===== config.mk =====
export PLATFORM = sky130hd
export DESIGN_NAME = directional_vibration_motor_pwm
export DESIGN_NICKNAME = d
export VERILOG_FILES = /design/src/hw/rtl/dvmp_pkg.sv /design/src/hw/rtl/directional_vibration_motor_pwm.sv /design/src/hw/rtl/dvmp_div.sv
export SDC_FILE = /design/constraint.sdc
export NUM_CORES = 2
export LEC_CHECK = 0
export BUFFER_PORTS_ARGS = -buffer_cell sky130_fd_sc_hd__buf_4
export CAP_MARGIN = 10
export CORE_ASPECT_RATIO = 1.1
export CORE_MARGIN = 1
export CORE_UTILIZATION = 35
export CTS_CLUSTER_SIZE = 28
export DETAILED_ROUTE_END_ITERATION = 8
export GPL_TIMING_DRIVEN = 0
export PLACE_DENSITY = 0.51
export SLEW_MARGIN = 0
export SYNTH_ARGS = -nofsm -noshare
export SYNTH_HDL_FRONTEND = slang
export SYNTH_SLANG_ARGS = --single-unit

===== constraint.sdc =====
create_clock -name clk -period 8.7 [get_ports clk]
set_input_delay 0.435 -clock clk [delete_from_list [all_inputs] [get_ports clk]]
set_output_delay 0.435 -clock clk [all_outputs]
set_load 0.01 [all_outputs]

===== src/hw/rtl/dvmp_pkg.sv =====
// types and constants shared by the directional vibration motor pwm block
// depends on nothing; used by dvmp_div and directional_vibration_motor_pwm
package dvmp_pkg;

  // field widths fixed by the stream format
  localparam int VEC_W      = 9;
  localparam int TIME_W     = 32;
  localparam int VIS_MOTORS = 6;
  localparam int S_DATA_W   = 56;
  localparam int M_DATA_W   = 16;

  // configuration register indexes and reset values
  localparam int CFG_IDX_W  = 2;
  localparam int CFG_DATA_W = 16;
  localparam logic [CFG_IDX_W-1:0] CFG_PULSE_LEN   = 2'd0;
  localparam logic [CFG_IDX_W-1:0] CFG_PWM_PERIOD  = 2'd1;
  localparam logic [CFG_IDX_W-1:0] CFG_POWER_FLOOR = 2'd2;
  localparam logic [15:0] PULSE_LEN_RST   = 16'd100;
  localparam logic [7:0]  PWM_PERIOD_RST  = 8'd20;
  localparam logic [15:0] POWER_FLOOR_RST = 16'd32768;

  localparam logic [0:0] OP_SET  = 1'b0;
  localparam logic [0:0] OP_TICK = 1'b1;

  // bit-serial divider sizes: divisor is either len2 (18 bits) or the period
  localparam int DIV_REM_W  = 18;
  localparam int DIV_SR_W   = 32;
  localparam int DIV_CNT_W  = 6;
  localparam int QUOT_W     = 16;
  localparam logic [DIV_CNT_W-1:0] DIV_STEPS_RATIO = 6'd16;
  localparam logic [DIV_CNT_W-1:0] DIV_STEPS_TIME  = 6'd32;

  typedef struct packed {
    logic                  start;
    logic [DIV_REM_W-1:0]  rem_init;
    logic [DIV_SR_W-1:0]   dividend;
    logic [DIV_CNT_W-1:0]  nbits;
    logic [DIV_REM_W-1:0]  divisor;
  } div_req_t;

  typedef struct packed {
    logic                  done;
    logic [QUOT_W-1:0]     quot;
    logic [DIV_REM_W-1:0]  rem;
  } div_rsp_t;

  typedef enum logic [3:0] {
    ST_IDLE,
    ST_LEN,
    ST_PROJ,
    ST_SQR,
    ST_DSTART,
    ST_TCHK,
    ST_DWAIT,
    ST_OUT
  } state_t;

endpackage


===== src/hw/rtl/directional_vibration_motor_pwm.sv =====
// top level: six-way directional vibration motor driver with software pwm
// depends on dvmp_pkg and dvmp_div
//
//   channel  dir  signals                         contents
//   s_*      in   s_tvalid s_tready s_tdata s_tuser  set or tick item
//   m_*      out  m_tvalid m_tready m_tdata       enables, active mask
//   cfg_*    in   cfg_wen cfg_index cfg_wdata     pulse_len, pwm_period, power_floor
//
// one item at a time, motors handled in turn; the bit-serial divider sets the pace.
// set: each motor is projected and squared; a motor with a positive projection then runs the divider.
// (16 divider steps per such motor for the power ratio)
// tick: each running motor that has not timed out runs the divider for a 32-step phase modulo.
// a finished result sits in the output register while the next item is taken;
// the block waits before writing a new result only while that register is still full.
// rst is synchronous; it clears motor state and loads the register defaults.
module directional_vibration_motor_pwm import dvmp_pkg::*; #(
  parameter int MOTOR_COUNT     = 6,
  parameter int COORD_FRAC_BITS = 14
) (
  input  logic                  clk,
  input  logic                  rst,
  input  logic                  s_tvalid,
  output logic                  s_tready,
  input  logic [S_DATA_W-1:0]   s_tdata,   // vec_y[8:0], vec_z[17:9], now[49:18], zero pad
  input  logic                  s_tuser,   // op: 0 set, 1 tick
  output logic                  m_tvalid,
  input  logic                  m_tready,
  output logic [M_DATA_W-1:0]   m_tdata,   // enables[5:0], active_mask[11:6], zero pad
  input  logic                  cfg_wen,
  input  logic [CFG_IDX_W-1:0]  cfg_index,
  input  logic [CFG_DATA_W-1:0] cfg_wdata
);

  localparam int F      = COORD_FRAC_BITS;
  localparam int IW     = (MOTOR_COUNT > 1) ? $clog2(MOTOR_COUNT) : 1;
  localparam int DirW   = F + 2;
  localparam int PW     = DirW + 11;
  localparam int PMagW  = F + 9;
  localparam int P2W    = 2 * PMagW;
  localparam int Shift  = 2 * F - 16;
  localparam int VisW   = (MOTOR_COUNT < VIS_MOTORS) ? MOTOR_COUNT : VIS_MOTORS;
  localparam int Dir0p8  = ((8 << F) + 5) / 10;
  localparam int Dir0p5  = 1 << (F - 1);
  localparam int Dir0p94 = ((94 << F) + 50) / 100;
  localparam logic signed [DirW-1:0] DirA  = DirW'(Dir0p8);
  localparam logic signed [DirW-1:0] DirAN = DirW'(-Dir0p8);
  localparam logic signed [DirW-1:0] DirH  = DirW'(Dir0p5);
  localparam logic signed [DirW-1:0] DirHN = DirW'(-Dir0p5);
  localparam logic signed [DirW-1:0] DirB  = DirW'(Dir0p94);
  localparam logic signed [DirW-1:0] DirBN = DirW'(-Dir0p94);

  // configuration
  logic [15:0] pulse_len;
  logic [7:0]  pwm_period;
  logic [15:0] power_floor;
  logic [7:0]  eff_period;

  // item registers
  logic                    op;
  logic signed [9:0]       y_reg;
  logic signed [9:0]       z_reg;
  logic [TIME_W-1:0]       now_reg;
  logic [17:0]             len2;
  logic signed [PW-1:0]    p_reg;
  logic [P2W-1:0]          p2_reg;
  logic                    sticky;

  // per-motor state
  logic [TIME_W-1:0] off_time    [MOTOR_COUNT];
  logic [TIME_W-1:0] pulse_start [MOTOR_COUNT];
  logic [7:0]        duty_level  [MOTOR_COUNT];
  logic [MOTOR_COUNT-1:0] motor_on;
  logic [MOTOR_COUNT-1:0] enable_bits;

  logic [IW-1:0] idx;
  logic [2:0]    k;
  logic          last_motor;

  state_t state, state_next, motor_done_state;

  div_req_t div_req;
  div_rsp_t div_rsp;

  logic signed [DirW-1:0] dir_y, dir_z;
  logic signed [PW-1:0]   p_next;
  logic [17:0]            len2_next;
  logic                   p_pos;
  logic [P2W-1:0]         p2_shifted;
  logic [TIME_W-1:0]      phase_diff;
  logic                   timed_out;
  logic                   ratio_ok;
  logic [23:0]            duty_prod;

  logic in_acc, load_len, load_p, load_p2, load_sticky, step_motor, load_out;
  logic motor_clr, motor_set, en_wr, en_val;

  assign in_acc     = s_tvalid && s_tready;
  assign eff_period = (pwm_period == 8'd0) ? 8'd1 : pwm_period;
  assign last_motor = idx == IW'(MOTOR_COUNT - 1);

  // direction table, motor i uses entry i mod 6
  always_comb begin
    unique case (k)
      3'd0:    begin dir_y = DirA;  dir_z = DirH;  end
      3'd1:    begin dir_y = DirAN; dir_z = DirH;  end
      3'd2:    begin dir_y = '0;    dir_z = DirB;  end
      3'd3:    begin dir_y = '0;    dir_z = DirBN; end
      3'd4:    begin dir_y = DirAN; dir_z = DirHN; end
      3'd5:    begin dir_y = DirA;  dir_z = DirHN; end
      default: begin dir_y = '0;    dir_z = '0;    end
    endcase
  end

  always_comb begin
    len2_next  = 18'(y_reg * y_reg) + 18'(z_reg * z_reg);
    p_next     = PW'(y_reg * dir_y) + PW'(z_reg * dir_z);
    p_pos      = !p_reg[PW-1] && (p_reg != '0);
    p2_shifted = p2_reg >> Shift;
    phase_diff = now_reg - pulse_start[idx];
    timed_out  = now_reg >= off_time[idx];
    // p2 > power_floor * den, from the quotient, remainder and dropped low bits
    ratio_ok   = (div_rsp.quot > power_floor) ||
                 ((div_rsp.quot == power_floor) && ((div_rsp.rem != '0) || sticky));
    duty_prod  = 24'(div_rsp.quot) * 24'(eff_period);
  end

  // next state
  always_comb begin
    motor_done_state = last_motor ? ST_OUT : ((op == OP_TICK) ? ST_TCHK : ST_PROJ);
    state_next = state;
    unique case (state)
      ST_IDLE:   if (s_tvalid) state_next = (s_tuser == OP_TICK) ? ST_TCHK : ST_LEN;
      ST_LEN:    state_next = ST_PROJ;
      ST_PROJ:   state_next = ST_SQR;
      ST_SQR:    state_next = p_pos ? ST_DSTART : motor_done_state;
      ST_DSTART: state_next = ST_DWAIT;
      ST_TCHK:   state_next = (timed_out || !motor_on[idx]) ? motor_done_state : ST_DWAIT;
      ST_DWAIT:  if (div_rsp.done) state_next = motor_done_state;
      ST_OUT:    if (!m_tvalid || m_tready) state_next = ST_IDLE;
      default:   state_next = ST_IDLE;
    endcase
  end

  // control outputs
  always_comb begin
    s_tready    = 1'b0;
    load_len    = 1'b0;
    load_p      = 1'b0;
    load_p2     = 1'b0;
    load_sticky = 1'b0;
    step_motor  = 1'b0;
    load_out    = 1'b0;
    motor_clr   = 1'b0;
    motor_set   = 1'b0;
    en_wr       = 1'b0;
    en_val      = 1'b0;
    div_req.start    = 1'b0;
    div_req.rem_init = '0;
    div_req.dividend = phase_diff;
    div_req.nbits    = DIV_STEPS_TIME;
    div_req.divisor  = DIV_REM_W'(eff_period);
    unique case (state)
      ST_IDLE: s_tready = 1'b1;
      ST_LEN:  load_len = 1'b1;
      ST_PROJ: load_p   = 1'b1;
      ST_SQR: begin
        if (p_pos) begin
          load_p2 = 1'b1;
        end else begin
          motor_clr  = 1'b1;
          step_motor = 1'b1;
        end
      end
      ST_DSTART: begin
        load_sticky      = 1'b1;
        div_req.start    = 1'b1;
        div_req.rem_init = p2_shifted[33:16];
        div_req.dividend = {p2_shifted[15:0], 16'd0};
        div_req.nbits    = DIV_STEPS_RATIO;
        div_req.divisor  = len2;
      end
      ST_TCHK: begin
        if (timed_out) begin
          motor_clr  = 1'b1;
          step_motor = 1'b1;
        end else if (!motor_on[idx]) begin
          step_motor = 1'b1;
        end else begin
          div_req.start = 1'b1;
        end
      end
      ST_DWAIT: begin
        if (div_rsp.done) begin
          step_motor = 1'b1;
          if (op == OP_TICK) begin
            en_wr  = 1'b1;
            en_val = div_rsp.rem < DIV_REM_W'(duty_level[idx]);
          end else if (ratio_ok) begin
            motor_set = 1'b1;
          end else begin
            motor_clr = 1'b1;
          end
        end
      end
      ST_OUT:  load_out = !m_tvalid || m_tready;
      default: ;
    endcase
  end

  always_ff @(posedge clk) begin
    if (rst) begin
      state       <= ST_IDLE;
      pulse_len   <= PULSE_LEN_RST;
      pwm_period  <= PWM_PERIOD_RST;
      power_floor <= POWER_FLOOR_RST;
      motor_on    <= '0;
      enable_bits <= '0;
      idx         <= '0;
      k           <= '0;
      m_tvalid    <= 1'b0;
    end else begin
      state <= state_next;
      if (cfg_wen) begin
        unique case (cfg_index)
          CFG_PULSE_LEN:   pulse_len   <= cfg_wdata;
          CFG_PWM_PERIOD:  pwm_period  <= cfg_wdata[7:0];
          CFG_POWER_FLOOR: power_floor <= cfg_wdata;
          default: ;
        endcase
      end
      if (in_acc) begin
        idx <= '0;
        k   <= '0;
      end else if (step_motor) begin
        idx <= idx + IW'(1);
        k   <= (k == 3'd5) ? 3'd0 : k + 3'd1;
      end
      if (motor_clr) begin
        motor_on[idx]    <= 1'b0;
        enable_bits[idx] <= 1'b0;
      end
      if (motor_set) motor_on[idx] <= 1'b1;
      if (en_wr) enable_bits[idx] <= en_val;
      if (load_out) m_tvalid <= 1'b1;
      else if (m_tready) m_tvalid <= 1'b0;
    end
  end

  // payload registers
  always_ff @(posedge clk) begin
    if (in_acc) begin
      op      <= s_tuser;
      y_reg   <= $signed({s_tdata[8], s_tdata[8:0]}) + 10'sd1;
      z_reg   <= $signed({s_tdata[17], s_tdata[17:9]}) + 10'sd1;
      now_reg <= s_tdata[49:18];
    end
    if (load_len) len2 <= len2_next;
    if (load_p) p_reg <= p_next;
    if (load_p2) p2_reg <= P2W'(p_reg[PMagW-1:0]) * P2W'(p_reg[PMagW-1:0]);
    if (load_sticky) sticky <= p2_reg != (p2_shifted << Shift);
    if (motor_set) begin
      duty_level[idx]  <= duty_prod[23:16];
      off_time[idx]    <= now_reg + TIME_W'(pulse_len);
      pulse_start[idx] <= now_reg;
    end
    if (load_out) begin
      m_tdata <= {4'd0, VIS_MOTORS'(motor_on[VisW-1:0]), VIS_MOTORS'(enable_bits[VisW-1:0])};
    end
  end

  dvmp_div u_div (
    .clk (clk),
    .rst (rst),
    .req (div_req),
    .rsp (div_rsp)
  );

endmodule


===== src/hw/rtl/dvmp_div.sv =====
// restoring divider, one quotient bit per cycle, shared by ratio and pwm phase
// depends on dvmp_pkg
module dvmp_div import dvmp_pkg::*; (
  input  logic     clk,
  input  logic     rst,
  input  div_req_t req,
  output div_rsp_t rsp
);

  logic                 busy;
  logic                 done;
  logic [DIV_CNT_W-1:0] cnt;
  logic [DIV_REM_W-1:0] rem;
  logic [DIV_SR_W-1:0]  sreg;
  logic [DIV_REM_W-1:0] dvs;

  logic [DIV_REM_W:0]   trial;
  logic                 ge;
  logic [DIV_REM_W-1:0] rem_next;

  always_comb begin
    trial    = {rem, sreg[DIV_SR_W-1]};
    ge       = trial >= {1'b0, dvs};
    rem_next = ge ? DIV_REM_W'(trial - {1'b0, dvs}) : trial[DIV_REM_W-1:0];
  end

  always_ff @(posedge clk) begin
    if (rst) begin
      busy <= 1'b0;
      done <= 1'b0;
      cnt  <= '0;
    end else begin
      done <= 1'b0;
      if (req.start) begin
        busy <= 1'b1;
        cnt  <= req.nbits;
      end else if (busy) begin
        cnt <= cnt - DIV_CNT_W'(1);
        if (cnt == DIV_CNT_W'(1)) begin
          busy <= 1'b0;
          done <= 1'b1;
        end
      end
    end
  end

  // quotient bits enter at the bottom as dividend bits leave the top
  always_ff @(posedge clk) begin
    if (req.start) begin
      rem  <= req.rem_init;
      sreg <= req.dividend;
      dvs  <= req.divisor;
    end else if (busy) begin
      rem  <= rem_next;
      sreg <= {sreg[DIV_SR_W-2:0], ge};
    end
  end

  assign rsp.done = done;
  assign rsp.quot = sreg[QUOT_W-1:0];
  assign rsp.rem  = rem;

endmodule

==> impl_results.md <==
* Status: completed
* Routed WL at approximately 190 mm
* Core region area at between 0.15 and 0.2 sq mm
* Vias in the first global route at 44.98k
* Proportion of layout cells with a drive suffix above 1 at between 6 and 7%
* Row Count at 166
* GR Util met2 at about 37%
* Area of the multi-input gates at 0.03946 sq mm
* YS warnings at 0
* Placer's final routability congestion estimate at 0.9264
* Reg2reg path depth at 26
* Slew Viols, Final at 0
* Largest net degree at the start of global routing at 49
* GR met1 Demand/Resource at 23.66%
* Placement Cell Area at 0.06994 sq mm
* Clock latency on the worst-skew pair at 0.69 ns
* Worst Hold Class: input port to flip-flop
* Number of synthesized flops with an enable pin at 656
* Fillers at between 15k and 20k
* Clock transition at path regs at 0.06 ns
* Die X at 415.6 um
* Final HPWL DP at 151.3 mm
* Critical path's largest stage delay at 0.62 ns
* #FFs+latches synth at about 730
* CTS Buf Count at 83
* # port buffers at 86
* H-Tree Level Count at 3
* R2r setup slk at roughly 0.33 ns
* Initial Util at 35.32%
* Worst Clk Skew at 0.04910 ns
* Full die area at roughly 0.19 sq mm
* Achievable Freq at 0.1195 GHz
* Critical-path maximum fanout at 10
* M3 GR Usage at 1.977%
* CTS Root Cell: clkbuf_16
* Initial antenna violation count at 5
* Post-synthesis sequential area ratio at 32.12%
* GRT Max-Usage Layer: met2
* Wire per inst at 21.78 um
* Placed cells at 8399
* Syn Inst Count at 5855
* CTS Sinks at roughly 730
* Most common cell after layout, fill and taps aside: inv_1
* Area Growth Syn to Fin at 10.91%
* Critical path class: flip-flop to flip-flop
* Slowest cell on the critical path: clkbuf_1
* Maxcap violations at 0
* Total GRT Usage at 19.89%
* Vias per cell at around 4.9
* Final worst path period share at between 90 and 100%
* CTS tree: done
* Top_reg_cell synth: edfxtp_1
* First-pass GRT wire length at around 280 mm
* Worst slew pin tran at 1.287 ns
* Rel. slew slack at about 14%
* Die height at 457 um
* First drt pass iteration count at 5
* Required @ worst endpoint at 9.24 ns
* Final nets at 7571
* Depth of the worst hold-timing path at 3
* Global route overflow at 0
* Minimum clock period at 8.368 ns
* Antenna diodes at 0
* Most frequent cells in the layout: 1211 x inv_1, 923 x fa_1, 656 x edfxtp_1
* RSZ-0062 raised after global routing: false
* Post-Syn Area at 0.06587 sq mm
* Final instance area at 0.07306 sq mm
* Worst Hold Margin at 0.05607 ns
* Regs by FF count: off_time x192, pulse_start x192, duty_level x48
* Residual DRC at 0
* Crit end category: flip-flop
* DRT antenna net count at 0
* Yosys cell types at 91
* Endpoints failing hold at 0
* Asr flop ratio synth at 0%
* CP Launch Type: flip-flop
* DR iter-0 viols at approximately 2.4k
* Worst EP arrival at 8.91 ns
* Via Count at 42.04k
* Longest Clk Path Bufs at 3
* Top cell by count, worst path: fa_1
* Syn avg cell area at 11.25 sq um
* Non-Filler Instances at 8587
* I/O pin count at 98
* Reg area at 0.02116 sq mm
* Setup violators final at 0
[metal layers]
| metal | vias up | share of wire (%) |
|---|---|---|
| li1 | 19430 | - |
| met1 | 21550 | 40 |
| met2 | 793 | 52 |
| met3 | 260 | 3.3 |
| met4 | 2 | 3.9 |
| met5 | - | 0.0037 |
[layout make-up]
type	instances	area share, %
plain buffers	177	0.9796
clock buffers	115	3.203
clock inverters	38	0.4761
inverters	1219	6.289
multi-input cells	3726	54.01
flip-flops and latches	729	28.97
well taps	2436	4.172
repair buffers	147	1.904
[worst max-delay path, delay by kind of cell (launching register included)]
kind | cells | cell delay (ns)
AO/OA/AOI/OAI | 8 | 1.89
adder cells (fa/ha/maj) | 8 | 3.66
buffers and inverters | 6 | 1.19
flip-flops | 1 | 0.38
AND/OR/NAND/NOR | 4 | 1.10
[logic make-up after synthesis]
kind of cell             Yosys count  share of synthesized area, %
adder cells (fa/ha/maj)         1408                         37.26
buffers and inverters           1403                         8.052
AND/OR/NAND/NOR                 1277                         9.288
flip-flops                       729                         32.12
AO/OA/AOI/OAI                    641                         6.259
XOR/XNOR                         220                         2.946
multiplexers                     176                         4.063
other                              1                      0.005693
[path summary, 6_finish.rpt]
path | from | to
worst max register to register | p_reg[9] | p2_reg[39]
worst min-delay path | cfg_wdata[4] | pulse_len[4]
worst min register to register | enable_bits[2] | m_tdata[2]
worst max-delay path | p_reg[9] | p2_reg[39]
[timing repair]
action | CTS | global route
resized for setup | 5 | 20
setup buffers | 0 | 2
endpoints found under the setup margin | 9 | 9
hold buffers | 39 | 0
hold endpoints to repair | 39 | 0
cloned | 0 | 0
[Yosys cell counts (9+ instances only)]
| master | number | area [sq um] |
|---|---|---|
| xor2_1 | 65 | 569.3 |
| buf_1 | 16 | 60.06 |
| o21a_1 | 29 | 217.7 |
| nor2_1 | 175 | 656.9 |
| nand2_1 | 550 | 2064 |
| nand4_1 | 28 | 175.2 |
| mux2_2 | 11 | 123.9 |
| or3_1 | 10 | 62.56 |
| buf_2 | 9 | 45.04 |
| and4_1 | 9 | 78.83 |
| o31ai_1 | 13 | 97.59 |
| or2_2 | 13 | 81.33 |
| o21bai_1 | 14 | 105.1 |
| mux2i_1 | 93 | 930.9 |
| clkbuf_1 | 153 | 574.3 |
| a22oi_1 | 12 | 90.09 |
| o21ai_0 | 175 | 875.8 |
| o21ai_1 | 14 | 70.07 |
| a21o_1 | 72 | 540.5 |
| ha_1 | 485 | 6068 |
| mux4_2 | 72 | 1622 |
| a21oi_1 | 180 | 900.9 |
| dfxtp_1 | 73 | 1461 |
| nor4_1 | 17 | 106.4 |
| fa_1 | 923 | 18480 |
| nor3_1 | 44 | 220.2 |
| a211oi_1 | 14 | 105.1 |
| and2_1 | 210 | 1314 |
| o211ai_1 | 13 | 97.59 |
| and3_1 | 35 | 219.0 |
| nand3_1 | 70 | 350.3 |
| nand2b_1 | 37 | 231.5 |
| inv_1 | 1218 | 4572 |
| xnor2_1 | 154 | 1349 |
| edfxtp_1 | 656 | 19700 |
| nor2b_1 | 45 | 281.5 |
[metrics by stage]
step / setup TNS [ns] / util [%] / setup slack [ns]
floorplan: 0 / - / 1.380
global placement: -4.343 / 37.30 / -0.4271
detailed placement: -1.287 / 37.50 / -0.4689
CTS: 0 / 39.15 / 0.003504
global route: 0 / 39.17 / 0.02888
finish: 0 / 39.17 / 0.3325
Power is left out: the tool's default activity adds up to more than one toggle a clock period on the data nets, which glitch-free logic cannot reach.
